===== config.mk =====
export PLATFORM = sky130hd
export DESIGN_NAME = radix_page_bucket_range_index_flat
export DESIGN_NICKNAME = d
export VERILOG_FILES = /design/src/sv/rpbri_pkg.sv /design/src/sv/rpbri_ifs.sv /design/src/sv/radix_page_bucket_range_index.sv /design/src/sv/rpbri_ctrl.sv /design/src/sv/rpbri_dp.sv /design/src/flat_wrapper.sv
export SDC_FILE = /design/constraint.sdc
export NUM_CORES = 2
export LEC_CHECK = 0
export ABC_AREA = 1
export BUFFER_PORTS_ARGS = -buffer_cell sky130_fd_sc_hd__buf_2
export CAP_MARGIN = 10
export CORE_ASPECT_RATIO = 1.2
export CORE_MARGIN = 4
export CORE_UTILIZATION = 30
export DETAILED_ROUTE_END_ITERATION = 16
export PLACE_DENSITY = 0.51
export REMOVE_ABC_BUFFERS = 1
export SYNTH_ARGS = -nofsm -noshare
export SYNTH_HDL_FRONTEND = slang
export SYNTH_SLANG_ARGS = --single-unit
export TNS_END_PERCENT = 50

===== constraint.sdc =====
create_clock -name clock -period 34.6 [get_ports clock]
set_input_delay 3.46 -clock clock [delete_from_list [all_inputs] [get_ports clock]]
set_output_delay 3.46 -clock clock [all_outputs]
set_load 0.01 [all_outputs]

===== src/sv/rpbri_pkg.sv =====
// ----------------------------------------------------------------------------
// rpbri_pkg
// Shared types and constants for the radix page bucket range index block.
// ----------------------------------------------------------------------------
package rpbri_pkg;

   localparam logic [15:0] FANOUT_RESET = 16'd512;
   localparam logic [63:0] ALL_ONES     = {64{1'b1}};
   localparam int unsigned DIV_STEPS    = 64;

   // datapath operations issued by the controller
   typedef enum logic [3:0] {
      OP_NONE,
      OP_LOAD,
      OP_POW,
      OP_SPAN,
      OP_RANGE,
      OP_OFF,
      OP_CLO,
      OP_CHI,
      OP_SDIV_INIT,
      OP_DIV,
      OP_SSAVE,
      OP_ASAVE,
      OP_PUB
   } op_type;

   typedef struct packed {
      op_type op;
   } cmd_type;

   typedef struct packed {
      logic pow_done;
      logic div_done;
      logic out_free;
   } status_type;

   typedef struct packed {
      logic [7:0]  page_level;
      logic [63:0] page_first_bucket;
      logic [63:0] query_bucket;
      logic [31:0] query_child;
   } req_type;

   typedef struct packed {
      logic [63:0] range_low;
      logic [63:0] range_high;
      logic [15:0] slot_for_bucket;
      logic        bucket_absent;
      logic [63:0] child_low;
      logic [63:0] child_high;
      logic        child_bad;
      logic [63:0] aligned_bucket;
   } rsp_type;

endpackage


===== src/sv/rpbri_ifs.sv =====
// ----------------------------------------------------------------------------
// rpbri request and response channels
// Valid/ready channels carrying one page query and one result.
// ----------------------------------------------------------------------------
interface rpbri_req_if;
   logic        valid;
   logic        ready;
   logic [7:0]  page_level;
   logic [63:0] page_first_bucket;
   logic [63:0] query_bucket;
   logic [31:0] query_child;
   modport source(output valid, page_level, page_first_bucket, query_bucket, query_child,
                  input ready);
   modport sink(input valid, page_level, page_first_bucket, query_bucket, query_child,
                output ready);
endinterface

interface rpbri_rsp_if;
   logic        valid;
   logic        ready;
   logic [63:0] range_low;
   logic [63:0] range_high;
   logic [15:0] slot_for_bucket;
   logic        bucket_absent;
   logic [63:0] child_low;
   logic [63:0] child_high;
   logic        child_bad;
   logic [63:0] aligned_bucket;
   modport source(output valid, range_low, range_high, slot_for_bucket, bucket_absent,
                  child_low, child_high, child_bad, aligned_bucket, input ready);
   modport sink(input valid, range_low, range_high, slot_for_bucket, bucket_absent,
                child_low, child_high, child_bad, aligned_bucket, output ready);
endinterface


===== src/sv/radix_page_bucket_range_index.sv =====
// ----------------------------------------------------------------------------
// radix_page_bucket_range_index
// Page range, child slot, delegated child range and aligned bucket unit.
// ----------------------------------------------------------------------------
// Usage:
//   req_chan carries one page query (level, first bucket, query bucket,
//   query child); rsp_chan returns one result per query. Both channels
//   transfer on a clock edge with valid and ready high.
//   csr_wr_en / csr_wr_data write the fanout register (reset 512); a value
//   of 0 or 1 acts as 2. Write it only while the block is idle.
// Throughput:
//   One query at a time. The power loop runs on one 64x16 multiplier, one
//   step per cycle, and stops early once fanout^level leaves 64 bits;
//   then two 64-step restoring divisions share one divider (slot, then
//   alignment), each one quotient bit per cycle.
// Reset:
//   Synchronous, active high: controller back to idle, response slot empty,
//   fanout back to 512.
// Stall:
//   The result sits in an output register; while the receiver stalls, the
//   next query is accepted and computed and waits to publish until the
//   output register frees up.
// ----------------------------------------------------------------------------
module radix_page_bucket_range_index (
   input  logic         clock,
   input  logic         reset,
   input  logic         csr_wr_en,
   input  logic [15:0]  csr_wr_data,
   rpbri_req_if.sink    req_chan,
   rpbri_rsp_if.source  rsp_chan
);

   rpbri_pkg::cmd_type    cmd;
   rpbri_pkg::status_type status;
   rpbri_pkg::req_type    req_data;
   rpbri_pkg::rsp_type    rsp_data;
   logic                  rsp_valid;

   // pack the request payload for the datapath
   assign req_data.page_level        = req_chan.page_level;
   assign req_data.page_first_bucket = req_chan.page_first_bucket;
   assign req_data.query_bucket      = req_chan.query_bucket;
   assign req_data.query_child       = req_chan.query_child;

   rpbri_ctrl u_ctrl (
      .clock     (clock),
      .reset     (reset),
      .req_valid (req_chan.valid),
      .req_ready (req_chan.ready),
      .status    (status),
      .cmd       (cmd)
   );

   rpbri_dp u_dp (
      .clock       (clock),
      .reset       (reset),
      .csr_wr_en   (csr_wr_en),
      .csr_wr_data (csr_wr_data),
      .req_data    (req_data),
      .cmd         (cmd),
      .status      (status),
      .rsp_valid   (rsp_valid),
      .rsp_ready   (rsp_chan.ready),
      .rsp_data    (rsp_data)
   );

   // drive the response channel from the output register
   assign rsp_chan.valid           = rsp_valid;
   assign rsp_chan.range_low       = rsp_data.range_low;
   assign rsp_chan.range_high      = rsp_data.range_high;
   assign rsp_chan.slot_for_bucket = rsp_data.slot_for_bucket;
   assign rsp_chan.bucket_absent   = rsp_data.bucket_absent;
   assign rsp_chan.child_low       = rsp_data.child_low;
   assign rsp_chan.child_high      = rsp_data.child_high;
   assign rsp_chan.child_bad       = rsp_data.child_bad;
   assign rsp_chan.aligned_bucket  = rsp_data.aligned_bucket;

endmodule


===== src/sv/rpbri_ctrl.sv =====
// ----------------------------------------------------------------------------
// rpbri_ctrl
// Sequencer: steps the datapath through power, range, child, divisions and publish.
// ----------------------------------------------------------------------------
module rpbri_ctrl (
   input  logic                  clock,
   input  logic                  reset,
   input  logic                  req_valid,
   output logic                  req_ready,
   input  rpbri_pkg::status_type status,
   output rpbri_pkg::cmd_type    cmd
);

   typedef enum logic [3:0] {
      S_IDLE, S_POW, S_SPAN, S_RANGE, S_OFF, S_CLO, S_CHI,
      S_SINIT, S_SDIV, S_SSAVE, S_ADIV, S_ASAVE, S_PUB
   } state_type;

   state_type state_ff, state_in;

   always_comb begin
      state_in = state_ff;
      cmd.op   = rpbri_pkg::OP_NONE;
      unique case (state_ff)
         S_IDLE: begin
            if (req_valid) begin
               cmd.op   = rpbri_pkg::OP_LOAD;
               state_in = S_POW;
            end
         end
         S_POW: begin
            cmd.op = rpbri_pkg::OP_POW;
            if (status.pow_done) state_in = S_SPAN;
         end
         S_SPAN:  begin cmd.op = rpbri_pkg::OP_SPAN;  state_in = S_RANGE; end
         S_RANGE: begin cmd.op = rpbri_pkg::OP_RANGE; state_in = S_OFF;   end
         S_OFF:   begin cmd.op = rpbri_pkg::OP_OFF;   state_in = S_CLO;   end
         S_CLO:   begin cmd.op = rpbri_pkg::OP_CLO;   state_in = S_CHI;   end
         S_CHI:   begin cmd.op = rpbri_pkg::OP_CHI;   state_in = S_SINIT; end
         S_SINIT: begin cmd.op = rpbri_pkg::OP_SDIV_INIT; state_in = S_SDIV; end
         S_SDIV: begin
            cmd.op = rpbri_pkg::OP_DIV;
            if (status.div_done) begin
               cmd.op   = rpbri_pkg::OP_SSAVE;
               state_in = S_ADIV;
            end
         end
         S_SSAVE: begin cmd.op = rpbri_pkg::OP_SSAVE; state_in = S_ADIV; end
         S_ADIV: begin
            // hold the remainder once the last quotient bit is in
            if (status.div_done) state_in = S_ASAVE;
            else                 cmd.op   = rpbri_pkg::OP_DIV;
         end
         S_ASAVE: begin cmd.op = rpbri_pkg::OP_ASAVE; state_in = S_PUB; end
         S_PUB: begin
            if (status.out_free) begin
               cmd.op   = rpbri_pkg::OP_PUB;
               state_in = S_IDLE;
            end
         end
         default: state_in = S_IDLE;
      endcase
   end

   assign req_ready = (state_ff == S_IDLE);

   always_ff @(posedge clock) begin
      if (reset) state_ff <= S_IDLE;
      else       state_ff <= state_in;
   end

endmodule


===== src/sv/rpbri_dp.sv =====
// ----------------------------------------------------------------------------
// rpbri_dp
// Datapath: shared 64x16 multiplier, restoring divider, output register.
// ----------------------------------------------------------------------------
module rpbri_dp (
   input  logic                  clock,
   input  logic                  reset,
   input  logic                  csr_wr_en,
   input  logic [15:0]           csr_wr_data,
   input  rpbri_pkg::req_type    req_data,
   input  rpbri_pkg::cmd_type    cmd,
   output rpbri_pkg::status_type status,
   output logic                  rsp_valid,
   input  logic                  rsp_ready,
   output rpbri_pkg::rsp_type    rsp_data
);

   logic [15:0] fanout_ff;
   logic [15:0] f_ff;
   logic [7:0]  lvl_ff;
   logic        ovf_ff;
   logic [63:0] r_ff, first_ff, bucket_ff;
   logic [31:0] child_ff;
   logic [63:0] cspan_ff, pspan_ff, high_ff, off_ff, clow_ff, chigh_ff;
   logic        cok_ff, pok_ff, offok_ff, absent_ff, cbad_ff, need_chi_ff;
   logic [15:0] slot_ff;
   logic [63:0] aligned_ff;
   logic [63:0] rem_ff, quo_ff, dvs_ff;
   logic [6:0]  dcnt_ff;
   logic        rsp_valid_ff;
   rpbri_pkg::rsp_type out_ff;

   logic [63:0] mul_a;
   logic [15:0] mul_b;
   logic [79:0] prod;
   logic [64:0] sum_hi, sum_clo, sum_chi;
   logic [64:0] pr;
   logic        ge;
   logic        child_in;

   assign mul_a = (cmd.op == rpbri_pkg::OP_OFF) ? cspan_ff : r_ff;
   assign mul_b = (cmd.op == rpbri_pkg::OP_OFF) ? child_ff[15:0] : f_ff;
   assign prod  = {16'd0, mul_a} * {64'd0, mul_b};

   assign sum_hi  = {1'b0, first_ff} + {1'b0, pspan_ff - 64'd1};
   assign sum_clo = {1'b0, first_ff} + {1'b0, off_ff};
   assign sum_chi = {1'b0, clow_ff} + {1'b0, cspan_ff - 64'd1};
   assign child_in = (child_ff < {16'd0, f_ff});

   assign pr = {rem_ff, quo_ff[63]};
   assign ge = (pr >= {1'b0, dvs_ff});

   assign status.pow_done = (lvl_ff == 8'd0) || ovf_ff;
   assign status.div_done = (dcnt_ff == 7'd0);
   assign status.out_free = !rsp_valid_ff || rsp_ready;

   always_ff @(posedge clock) begin
      if (reset) begin
         fanout_ff    <= rpbri_pkg::FANOUT_RESET;
         rsp_valid_ff <= 1'b0;
      end else begin
         if (csr_wr_en) fanout_ff <= csr_wr_data;
         if (cmd.op == rpbri_pkg::OP_PUB) rsp_valid_ff <= 1'b1;
         else if (rsp_ready)              rsp_valid_ff <= 1'b0;
      end

      case (cmd.op)
         rpbri_pkg::OP_LOAD: begin
            f_ff      <= (fanout_ff < 16'd2) ? 16'd2 : fanout_ff;
            lvl_ff    <= req_data.page_level;
            ovf_ff    <= 1'b0;
            r_ff      <= 64'd1;
            first_ff  <= req_data.page_first_bucket;
            bucket_ff <= req_data.query_bucket;
            child_ff  <= req_data.query_child;
         end
         rpbri_pkg::OP_POW: begin
            if (!((lvl_ff == 8'd0) || ovf_ff)) begin
               if (prod[79:64] != 16'd0) ovf_ff <= 1'b1;
               else                      r_ff   <= prod[63:0];
               lvl_ff <= lvl_ff - 8'd1;
            end
         end
         rpbri_pkg::OP_SPAN: begin
            cspan_ff <= r_ff;
            cok_ff   <= !ovf_ff;
            pok_ff   <= !ovf_ff && (prod[79:64] == 16'd0);
            pspan_ff <= prod[63:0];
         end
         rpbri_pkg::OP_RANGE: begin
            high_ff <= (pok_ff && !sum_hi[64]) ? sum_hi[63:0] : rpbri_pkg::ALL_ONES;
         end
         rpbri_pkg::OP_OFF: begin
            off_ff    <= prod[63:0];
            offok_ff  <= (prod[79:64] == 16'd0);
            absent_ff <= (bucket_ff < first_ff) || (bucket_ff > high_ff);
         end
         rpbri_pkg::OP_CLO: begin
            clow_ff     <= rpbri_pkg::ALL_ONES;
            chigh_ff    <= 64'd0;
            cbad_ff     <= 1'b1;
            need_chi_ff <= 1'b0;
            if (child_in) begin
               if (!cok_ff) begin
                  if (child_ff == 32'd0) begin
                     clow_ff  <= first_ff;
                     chigh_ff <= rpbri_pkg::ALL_ONES;
                     cbad_ff  <= 1'b0;
                  end
               end else if (offok_ff && !sum_clo[64]) begin
                  clow_ff     <= sum_clo[63:0];
                  cbad_ff     <= 1'b0;
                  need_chi_ff <= 1'b1;
               end
            end
         end
         rpbri_pkg::OP_CHI: begin
            if (need_chi_ff)
               chigh_ff <= sum_chi[64] ? rpbri_pkg::ALL_ONES : sum_chi[63:0];
         end
         rpbri_pkg::OP_SDIV_INIT: begin
            rem_ff  <= 64'd0;
            quo_ff  <= bucket_ff - first_ff;
            dvs_ff  <= cspan_ff;
            dcnt_ff <= 7'(rpbri_pkg::DIV_STEPS);
         end
         rpbri_pkg::OP_DIV: begin
            rem_ff  <= ge ? 64'(pr - {1'b0, dvs_ff}) : pr[63:0];
            quo_ff  <= {quo_ff[62:0], ge};
            dcnt_ff <= dcnt_ff - 7'd1;
         end
         rpbri_pkg::OP_SSAVE: begin
            slot_ff <= (!absent_ff && cok_ff) ? quo_ff[15:0] : 16'd0;
            rem_ff  <= 64'd0;
            quo_ff  <= bucket_ff;
            dvs_ff  <= pspan_ff;
            dcnt_ff <= 7'(rpbri_pkg::DIV_STEPS);
         end
         rpbri_pkg::OP_ASAVE: begin
            aligned_ff <= pok_ff ? (bucket_ff - rem_ff) : 64'd0;
         end
         rpbri_pkg::OP_PUB: begin
            out_ff.range_low       <= first_ff;
            out_ff.range_high      <= high_ff;
            out_ff.slot_for_bucket <= slot_ff;
            out_ff.bucket_absent   <= absent_ff;
            out_ff.child_low       <= clow_ff;
            out_ff.child_high      <= chigh_ff;
            out_ff.child_bad       <= cbad_ff;
            out_ff.aligned_bucket  <= aligned_ff;
         end
         default: ;
      endcase
   end

   assign rsp_valid = rsp_valid_ff;
   assign rsp_data  = out_ff;

endmodule


===== src/flat_wrapper.sv =====
// flat-port wrapper written by rule: the top's interface ports become plain ports
module radix_page_bucket_range_index_flat 
  (clock, reset, csr_wr_en, csr_wr_data, req_chan_valid, req_chan_page_level, req_chan_page_first_bucket, req_chan_query_bucket, req_chan_query_child, req_chan_ready, rsp_chan_valid, rsp_chan_range_low, rsp_chan_range_high, rsp_chan_slot_for_bucket, rsp_chan_bucket_absent, rsp_chan_child_low, rsp_chan_child_high, rsp_chan_child_bad, rsp_chan_aligned_bucket, rsp_chan_ready);
  rpbri_req_if req_chan_i ();
  rpbri_rsp_if rsp_chan_i ();
  input  logic clock;
  input  logic reset;
  input  logic csr_wr_en;
  input  logic [15:0] csr_wr_data;
  input wire logic [$bits(req_chan_i.valid)-1:0] req_chan_valid;
  input wire logic [$bits(req_chan_i.page_level)-1:0] req_chan_page_level;
  input wire logic [$bits(req_chan_i.page_first_bucket)-1:0] req_chan_page_first_bucket;
  input wire logic [$bits(req_chan_i.query_bucket)-1:0] req_chan_query_bucket;
  input wire logic [$bits(req_chan_i.query_child)-1:0] req_chan_query_child;
  output wire logic [$bits(req_chan_i.ready)-1:0] req_chan_ready;
  output wire logic [$bits(rsp_chan_i.valid)-1:0] rsp_chan_valid;
  output wire logic [$bits(rsp_chan_i.range_low)-1:0] rsp_chan_range_low;
  output wire logic [$bits(rsp_chan_i.range_high)-1:0] rsp_chan_range_high;
  output wire logic [$bits(rsp_chan_i.slot_for_bucket)-1:0] rsp_chan_slot_for_bucket;
  output wire logic [$bits(rsp_chan_i.bucket_absent)-1:0] rsp_chan_bucket_absent;
  output wire logic [$bits(rsp_chan_i.child_low)-1:0] rsp_chan_child_low;
  output wire logic [$bits(rsp_chan_i.child_high)-1:0] rsp_chan_child_high;
  output wire logic [$bits(rsp_chan_i.child_bad)-1:0] rsp_chan_child_bad;
  output wire logic [$bits(rsp_chan_i.aligned_bucket)-1:0] rsp_chan_aligned_bucket;
  input wire logic [$bits(rsp_chan_i.ready)-1:0] rsp_chan_ready;
  assign req_chan_i.valid = req_chan_valid;
  assign req_chan_i.page_level = req_chan_page_level;
  assign req_chan_i.page_first_bucket = req_chan_page_first_bucket;
  assign req_chan_i.query_bucket = req_chan_query_bucket;
  assign req_chan_i.query_child = req_chan_query_child;
  assign req_chan_ready = req_chan_i.ready;
  assign rsp_chan_valid = rsp_chan_i.valid;
  assign rsp_chan_range_low = rsp_chan_i.range_low;
  assign rsp_chan_range_high = rsp_chan_i.range_high;
  assign rsp_chan_slot_for_bucket = rsp_chan_i.slot_for_bucket;
  assign rsp_chan_bucket_absent = rsp_chan_i.bucket_absent;
  assign rsp_chan_child_low = rsp_chan_i.child_low;
  assign rsp_chan_child_high = rsp_chan_i.child_high;
  assign rsp_chan_child_bad = rsp_chan_i.child_bad;
  assign rsp_chan_aligned_bucket = rsp_chan_i.aligned_bucket;
  assign rsp_chan_i.ready = rsp_chan_ready;
  radix_page_bucket_range_index u_core (.clock(clock), .reset(reset), .csr_wr_en(csr_wr_en), .csr_wr_data(csr_wr_data), .req_chan(req_chan_i), .rsp_chan(rsp_chan_i));
endmodule

# Word-level counts from Yosys, hierarchy flattened
# Cells that the tools add are included.
dict set report classes {
  n_mux 41
  order_cmp 5
  multipliers 1
  n_reduce_logical 31
  eq_ne 33
  n_addsub 10
  bitwise_logic 0
  shift 0
  n_div 0
}
# operator n
set ops {}
lappend ops {{2-to-1 mux 64 bit} 12}
lappend ops {{case mux 64 bit (2 select lines)} 4}
lappend ops {{adder 64 x 64 -> 65 bit} 3}
lappend ops {{case mux 64 bit (3 select lines)} 1}
lappend ops {{subtractor 64 bit} 3}
lappend ops {{subtractor 64 x 1 -> 64 bit (second input constant)} 2}
lappend ops {{case mux 4 bit (13 select lines)} 2}
lappend ops {{multiplier 64 x 16 -> 80 bit} 1}
lappend ops {{>= comparator 65 x 64 -> 1 bit} 1}
lappend ops {{> comparator 64 bit} 1}
lappend ops {{less-than comparator 64 bit} 1}
lappend ops {{== test 4 bit (second input constant)} 10}
lappend ops {{== test 4 x 3 -> 1 bit (second input constant)} 8}
lappend ops {{zero test 32 bit} 1}
lappend ops {{less-than comparator 32 x 16 -> 1 bit} 1}
lappend ops {{2-to-1 mux 4 bit} 7}
lappend ops {{== test 4 x 2 -> 1 bit (second input constant)} 4}
lappend ops {{zero test 16 bit} 1}
lappend ops {{less-than comparator 16 x 2 -> 1 bit (second input constant)} 1}
lappend ops {{2-to-1 mux 16 bit} 1}
lappend ops {{case mux 8 bit (2 select lines)} 1}
lappend ops {{nonzero test 16 bit} 1}
lappend ops {{case mux 7 bit (2 select lines)} 1}
lappend ops {{inequality test 2 bit (second input constant)} 5}
lappend ops {{other kinds (20)} 48}
dict set report word_totals {
  rom_bits 0
  wordCells 157
  output_inout_bits 340
  mem_bits_rw 0
  latchBits 0
  ff_bits 1277
  mem_count 0
  in_bits 189
}

# Depth between registers and ports, before layout
dict set report depth {
  depth_word 11
  mapped_depth 44
  mapped_depth_nobuf 42
}

# By module
# From an unflattened synthesis, not the netlist that was laid out.
dict set report hier_totals {
  cells_unflattened 13164
  hier_area_um2 109386.2
}
# mod cells_per_inst n_inst area_per_inst_um2 seq_area_each_um2
set modules_own_cells {}
lappend modules_own_cells {rpbri_dp 13101 1 109012.1 38056.5}
lappend modules_own_cells {rpbri_ctrl 63 1 374.1 80.1}

# Worst setup path before layout
# No wires, ideal clock.
dict set report synth_timing {
  kind {input port to flip-flop}
  start {in rsp_chan_ready}
  end {reg u_core.u_dp.dcnt_ff[0] (enable)}
  required_time_ns 33.860
  path_stages 10
  setup_ns 0.740
  arrival_time_ns 22.639
  path_buffers 1
  setup_slack_ns 11.221
  cell_sequence {inv_1 > a21oi_1 > inv_1 > o221ai_1 > inv_2 > nand2_4 > nand2_4 > inv_2 > clkbuf_1 > nand2_1}
}
dict set report synth_via {
  elab_chain_len 6
  elab_cells_between_ends 8
  cone_classes {3 x eq/ne; 2 x mux; 3 x reduce/logical}
}
# element line
set synth_rtl {}
lappend synth_rtl {{from (decl)} flat_wrapper.sv:25} ;# input wire logic [$bits(rsp_chan_i.ready)-1:0] rsp_chan_ready;
lappend synth_rtl {{logical OR 1 bit (*)} rpbri_dp.sv:55} ;# assign status.out_free = !rsp_valid_ff || rsp_ready;
lappend synth_rtl {{2-to-1 mux 4 bit (*)} rpbri_ctrl.sv:56} ;# if (status.out_free) begin
lappend synth_rtl {{case mux 4 bit (13 select lines) (*)} rpbri_ctrl.sv:24} ;# unique case (state_ff)
lappend synth_rtl {{== test 4 bit} rpbri_dp.sv:67} ;# case (cmd.op)
lappend synth_rtl {{OR reduction 2 bit (no source line)} n/a}
lappend synth_rtl {{nonzero test 2 bit (no source line) (*)} n/a}
lappend synth_rtl {{to (signal assigned)} rpbri_dp.sv:125} ;# dcnt_ff <= 7'(rpbri_pkg::DIV_STEPS);
lappend synth_rtl {{to (signal assigned)} rpbri_dp.sv:130} ;# dcnt_ff <= dcnt_ff - 7'd1;
lappend synth_rtl {{to (signal assigned)} rpbri_dp.sv:137} ;# dcnt_ff <= 7'(rpbri_pkg::DIV_STEPS);
lappend synth_rtl {{to (decl)} rpbri_dp.sv:29} ;# logic [6:0] dcnt_ff;
# Every way passes the cells marked *; elsewhere a longest branch is shown, timed or not.
# A chain may end at the register's enable or synchronous reset.

# Worst setup path in the final report
dict set report layout_timing {
  start {reg u_core.u_ctrl.state_ff[3]}
  end {reg u_core.u_dp.r_ff[1] (enable)}
}
dict set report layout_via {
  elab_chain_len 8
  elab_cells_between_ends 25
  cone_classes {1 x mul; 17 x eq/ne; 3 x mux; 4 x reduce/logical}
}
# element line
set layout_rtl {}
lappend layout_rtl {{from (decl)} rpbri_ctrl.sv:19} ;# state_type state_ff, state_in;
lappend layout_rtl {{from (signal assigned)} rpbri_ctrl.sv:69} ;# else state_ff <= state_in;
lappend layout_rtl {{== test 4 bit (tied with other cells)} rpbri_ctrl.sv:24}
lappend layout_rtl {{case mux 4 bit (13 select lines) (*)} rpbri_ctrl.sv:24}
lappend layout_rtl {{== test 4 x 3 -> 1 bit} {rpbri_dp.sv:41, rpbri_dp.sv:42}}
lappend layout_rtl {{2-to-1 mux 64 bit or 2-to-1 mux 16 bit (tied branches)} {rpbri_dp.sv:41, rpbri_dp.sv:42}}
lappend layout_rtl {{multiplier 64 x 16 -> 80 bit} rpbri_dp.sv:43} ;# assign prod = {16'd0, mul_a} * {64'd0, mul_b};
lappend layout_rtl {{nonzero test 16 bit} rpbri_dp.sv:79} ;# if (prod[79:64] != 16'd0) ovf_ff <= 1'b1;
lappend layout_rtl {{inequality test 2 bit (no source line)} n/a}
lappend layout_rtl {{AND reduction 3 bit (no source line) (*)} n/a}
lappend layout_rtl {{to (signal assigned)} rpbri_dp.sv:80} ;# else r_ff <= prod[63:0];
lappend layout_rtl {{to (decl)} rpbri_dp.sv:22} ;# logic [63:0] r_ff, first_ff, bucket_ff;
# Marked as above.

==> impl_summary.log <==
INFO  metric final_core_utilization = 34.0%
INFO  metric cts_max_level = 4
INFO  metric synth.yosys.seq_area_share = 34.7%
INFO  metric synth_enable_flop_cells = 1256
INFO  metric synth-seq-cells = 1277
INFO  metric final_hold_viol_count = 0
INFO  metric total_count_of_max_transition_violations_in_the_final_report = 0
INFO  metric ys_warn_count = 0
INFO  metric via_per_inst = 5.00
INFO  metric ys_top_cells_by_area = edfxtp_1, fa_1, nand2_1, inv_1, ha_1
INFO  metric dieWidth = 560 um
INFO  metric initialDrtViolationCount = 7069
INFO  metric initial_utilization = 30.1%
INFO  metric synthesis.instances = 13200
INFO  metric critical_path_arrival = 11.67 ns
INFO  metric route.detailed.wl_per_inst = 26.5 um
INFO  metric period_share = 32.3%
INFO  metric postCtsHoldBufs = 0
INFO  metric critical_path.slowest_cell = buf_4
INFO  metric setup.worst_path.class = flop to flop
INFO  metric totalNegativeSetupSlack = 0 ns
INFO  metric yosys.area.top_type = edfxtp_1
INFO  metric die-area = 376000 sq um
INFO  metric max_cap_violations = 0
INFO  metric postCtsSetupBuffers = 0
INFO  metric async_flop_share = 0%
INFO  metric area_of_the_multi_input_gates = 60600 sq um
INFO  metric firstDrtPassIters = 8
INFO  metric timing.critical_path.to_type = flop
INFO  metric cp_slowest_stage_delay = 0.75 ns
INFO  metric avgSynthCellArea = 8.32 sq um
INFO  metric yosys_most_used_dff = edfxtp_1
INFO  metric ratio_of_cells_with_drive_above_1_in_the_final_layout = 8.22%
INFO  metric dr_total_vias = 93400
INFO  metric die_h = 671 um
INFO  metric result_of_the_run = completed
INFO  metric drc = 0
INFO  metric yosys.area.top_type_share = 34.4%
INFO  metric worstPathMaxFanout = 68
INFO  metric clk_root_buffer_cell = clkbuf_16
INFO  metric fin_worst_skew = 0.0983 ns
INFO  metric grt.total_usage = 25.8%
INFO  metric netlist-cell-type-count = 70
INFO  metric cp-start-kind = flop
INFO  metric grt_max_degree = 79
INFO  metric max-slew-margin-rel = 4.28%
INFO  metric register_area = 38100 sq um
INFO  metric synthesis.area = 110000 sq um
INFO  metric post-dp-hpwl = 418000 um
INFO  metric worstPathRequired = 35.10 ns
INFO  metric cts_buffers = 152
INFO  metric ctsResizeCount = 0
INFO  metric rsz0062_at_grt = no
INFO  metric drtAntennaViolNets = 0
INFO  metric setup_viol = 0
INFO  metric top_level_port_count = 529
INFO  metric filler_cell_count = 38800
INFO  metric tritoncts = built
INFO  metric timing_worst_slew_pin_value = 1.42 ns
INFO  metric cts-root-to-sink-buffers = 4
INFO  metric finalCriticalPeriod = 11.16 ns
INFO  metric finalWeightedCongestion = 1.07
INFO  metric io_buffers = 528
INFO  metric rows = 243
INFO  metric grt_pass1_wl = 693000 um
INFO  metric global_route_overflow = 0
INFO  metric clock_sink_count = 1277
INFO  metric clk_pin_slew_worst_paths = 0.07 ns
INFO  metric clock.fmax = 89.6 MHz
INFO  metric timing.hold.worst.class = flop to flop
INFO  metric finish.net_count = 15500
INFO  metric timing.hold.ws = 0.410 ns
INFO  metric finalWirelength = 496000 um
INFO  metric core_area = 365000 sq um
INFO  metric clock_insertion_delay_worst_skew = 0.92 ns
INFO  metric first_global_vias = 97200
INFO  metric area_delta_synth_final = 13.0%
INFO  metric initial_antenna_violation_count = 21
layer usage:
metal  up-vias  part of all wire (%)  global-route usage [%]  wire [um]
met4         6                   9.8                    20.5      48600
met5         -                0.0079                       0         39
met1     45900                    36                    27.2     176000
met3      1077                   5.2                    3.91      26000
li1      43300                     -                       -          -
met2      3120                    49                    45.5     245000
registers in the layout, indices dropped and copies added, names as in the netlist, 8 cells and up:
register                count
u_core.u_dp.high_ff        64
u_core.u_dp.pspan_ff       64
u_core.u_dp.bucket_ff      64
u_core.u_dp.slot_ff        16
u_core.u_dp.first_ff       64
u_core.u_dp.off_ff         64
u_core.u_dp.f_ff           16
u_core.u_dp.dvs_ff         64
u_core.u_dp.lvl_ff          8
u_core.u_dp.child_ff       32
u_core.u_dp.fanout_ff      16
u_core.u_dp.r_ff           64
u_core.u_dp.rsp_data      338
u_core.u_dp.quo_ff         64
u_core.u_dp.aligned_ff     64
u_core.u_dp.cspan_ff       64
u_core.u_dp.rem_ff         64
u_core.u_dp.clow_ff        64
u_core.u_dp.chigh_ff       64
kinds of logic (layout without fill, tap and decap cells):
group           after synthesis  count (layout)  share of synthesized area [%]
simple gates               5009            5009                           18.4
buf+inv                    2969            3659                           10.3
compound gates             2054            2054                           10.4
fa+ha+maj                  1491            1491                           23.0
flops                      1277            1277                           34.7
xor+xnor                    400             400                           3.19
other cells                   0              18                              0
per-stage QoR:
| step | instances | setup WS [ns] | cell area, sq um |
|---|---|---|---|
| floorplan | 12900 | 10.41 | 109000 |
| CTS | 18700 | 23.49 | 124000 |
| global placement | 18400 | 23.44 | 119000 |
| global route | 18700 | 22.88 | 124000 |
| finish | 18700 | 23.44 | 124000 |
| detailed placement | 18400 | 23.54 | 119000 |
critical path: cells and delay by family (launching register included):
kind	cells	cell delay (ns)
compound gates	2	0.48
fa+ha+maj	7	3.44
buf+inv	11	3.69
flops	1	0.46
simple gates	15	2.50
Yosys cell counts, types with 21 or more instances:
cell,count
nor2_1,1651
o22ai_1,24
nand2_1,2628
nand4_1,74
inv_1,2624
or2_2,38
nand3_1,343
xnor2_1,142
fa_1,872
o21ai_1,175
a21oi_1,819
o21bai_1,63
dfxtp_1,21
o221ai_1,23
nor4_1,60
inv_2,41
clkbuf_1,190
xor2_1,258
buf_2,72
o211ai_1,35
edfxtp_1,1256
o21a_1,46
o21ai_0,600
a21o_1,49
a21boi_0,23
a31oi_1,104
ha_1,619
nor3_1,113
layout make-up:
class / instances / area share (%)
Clock inverter: 96 / 0.996
Timing Repair Buffer: 712 / 3.28
Antenna cell: 18 / 0.0363
Clock buffer: 173 / 3.20
Inverter: 2678 / 8.11
Multi-Input combinational cell: 8954 / 48.8
Sequential cell: 1277 / 30.7
Tap cell: 4777 / 4.82
final timing paths:
| kind | slack [ns] | endpoint | cells past startpoint | startpoint |
|---|---|---|---|---|
| max | 23.44 | u_core.u_dp.r_ff[1]$_SDFFCE_PN0P_ | 35 | u_core.u_ctrl.state_ff[3]$_SDFFE_PP0P_ |
| min | 0.41 | u_core.u_dp.rsp_data[36]$_DFFE_PP_ | 0 | u_core.u_dp.aligned_ff[36]$_SDFFCE_PN0N_ |
| min reg2reg | 0.41 | u_core.u_dp.rsp_data[36]$_DFFE_PP_ | 0 | u_core.u_dp.aligned_ff[36]$_SDFFCE_PN0N_ |
| max reg2reg | 23.44 | u_core.u_dp.r_ff[1]$_SDFFCE_PN0P_ | 35 | u_core.u_ctrl.state_ff[3]$_SDFFE_PP0P_ |
placed cells by master (no fill, tap or decap), types with 21 or more instances in the layout:
cell / synthesis / final
o22ai_1: 24 / 24
edfxtp_1: 1256 / 1256
a21boi_0: 23 / 23
o221ai_1: 23 / 23
o21ai_2: 11 / 25
a21oi_1: 819 / 817
o21a_1: 46 / 46
nor4_1: 60 / 59
o21ai_1: 175 / 177
ha_1: 619 / 619
nand4_1: 74 / 74
clkbuf_16: 0 / 156
buf_4: 19 / 178
nor2_1: 1651 / 1643
inv_2: 41 / 42
nand2_1: 2628 / 2625
o21bai_1: 63 / 62
buf_2: 72 / 529
nor3_1: 113 / 112
clkinv_1: 13 / 27
xor2_1: 258 / 258
fa_1: 872 / 872
or2_2: 38 / 38
bufinv_16: 0 / 24
a21o_1: 49 / 49
inv_1: 2624 / 2624
o211ai_1: 35 / 35
xnor2_1: 142 / 142
a31oi_1: 104 / 104
nand3_1: 343 / 343
o21ai_0: 600 / 576
dfxtp_1: 21 / 21
Power is left out: the tool's default activity adds up to more than one toggle a clock period on the data nets, which glitch-free logic cannot reach.
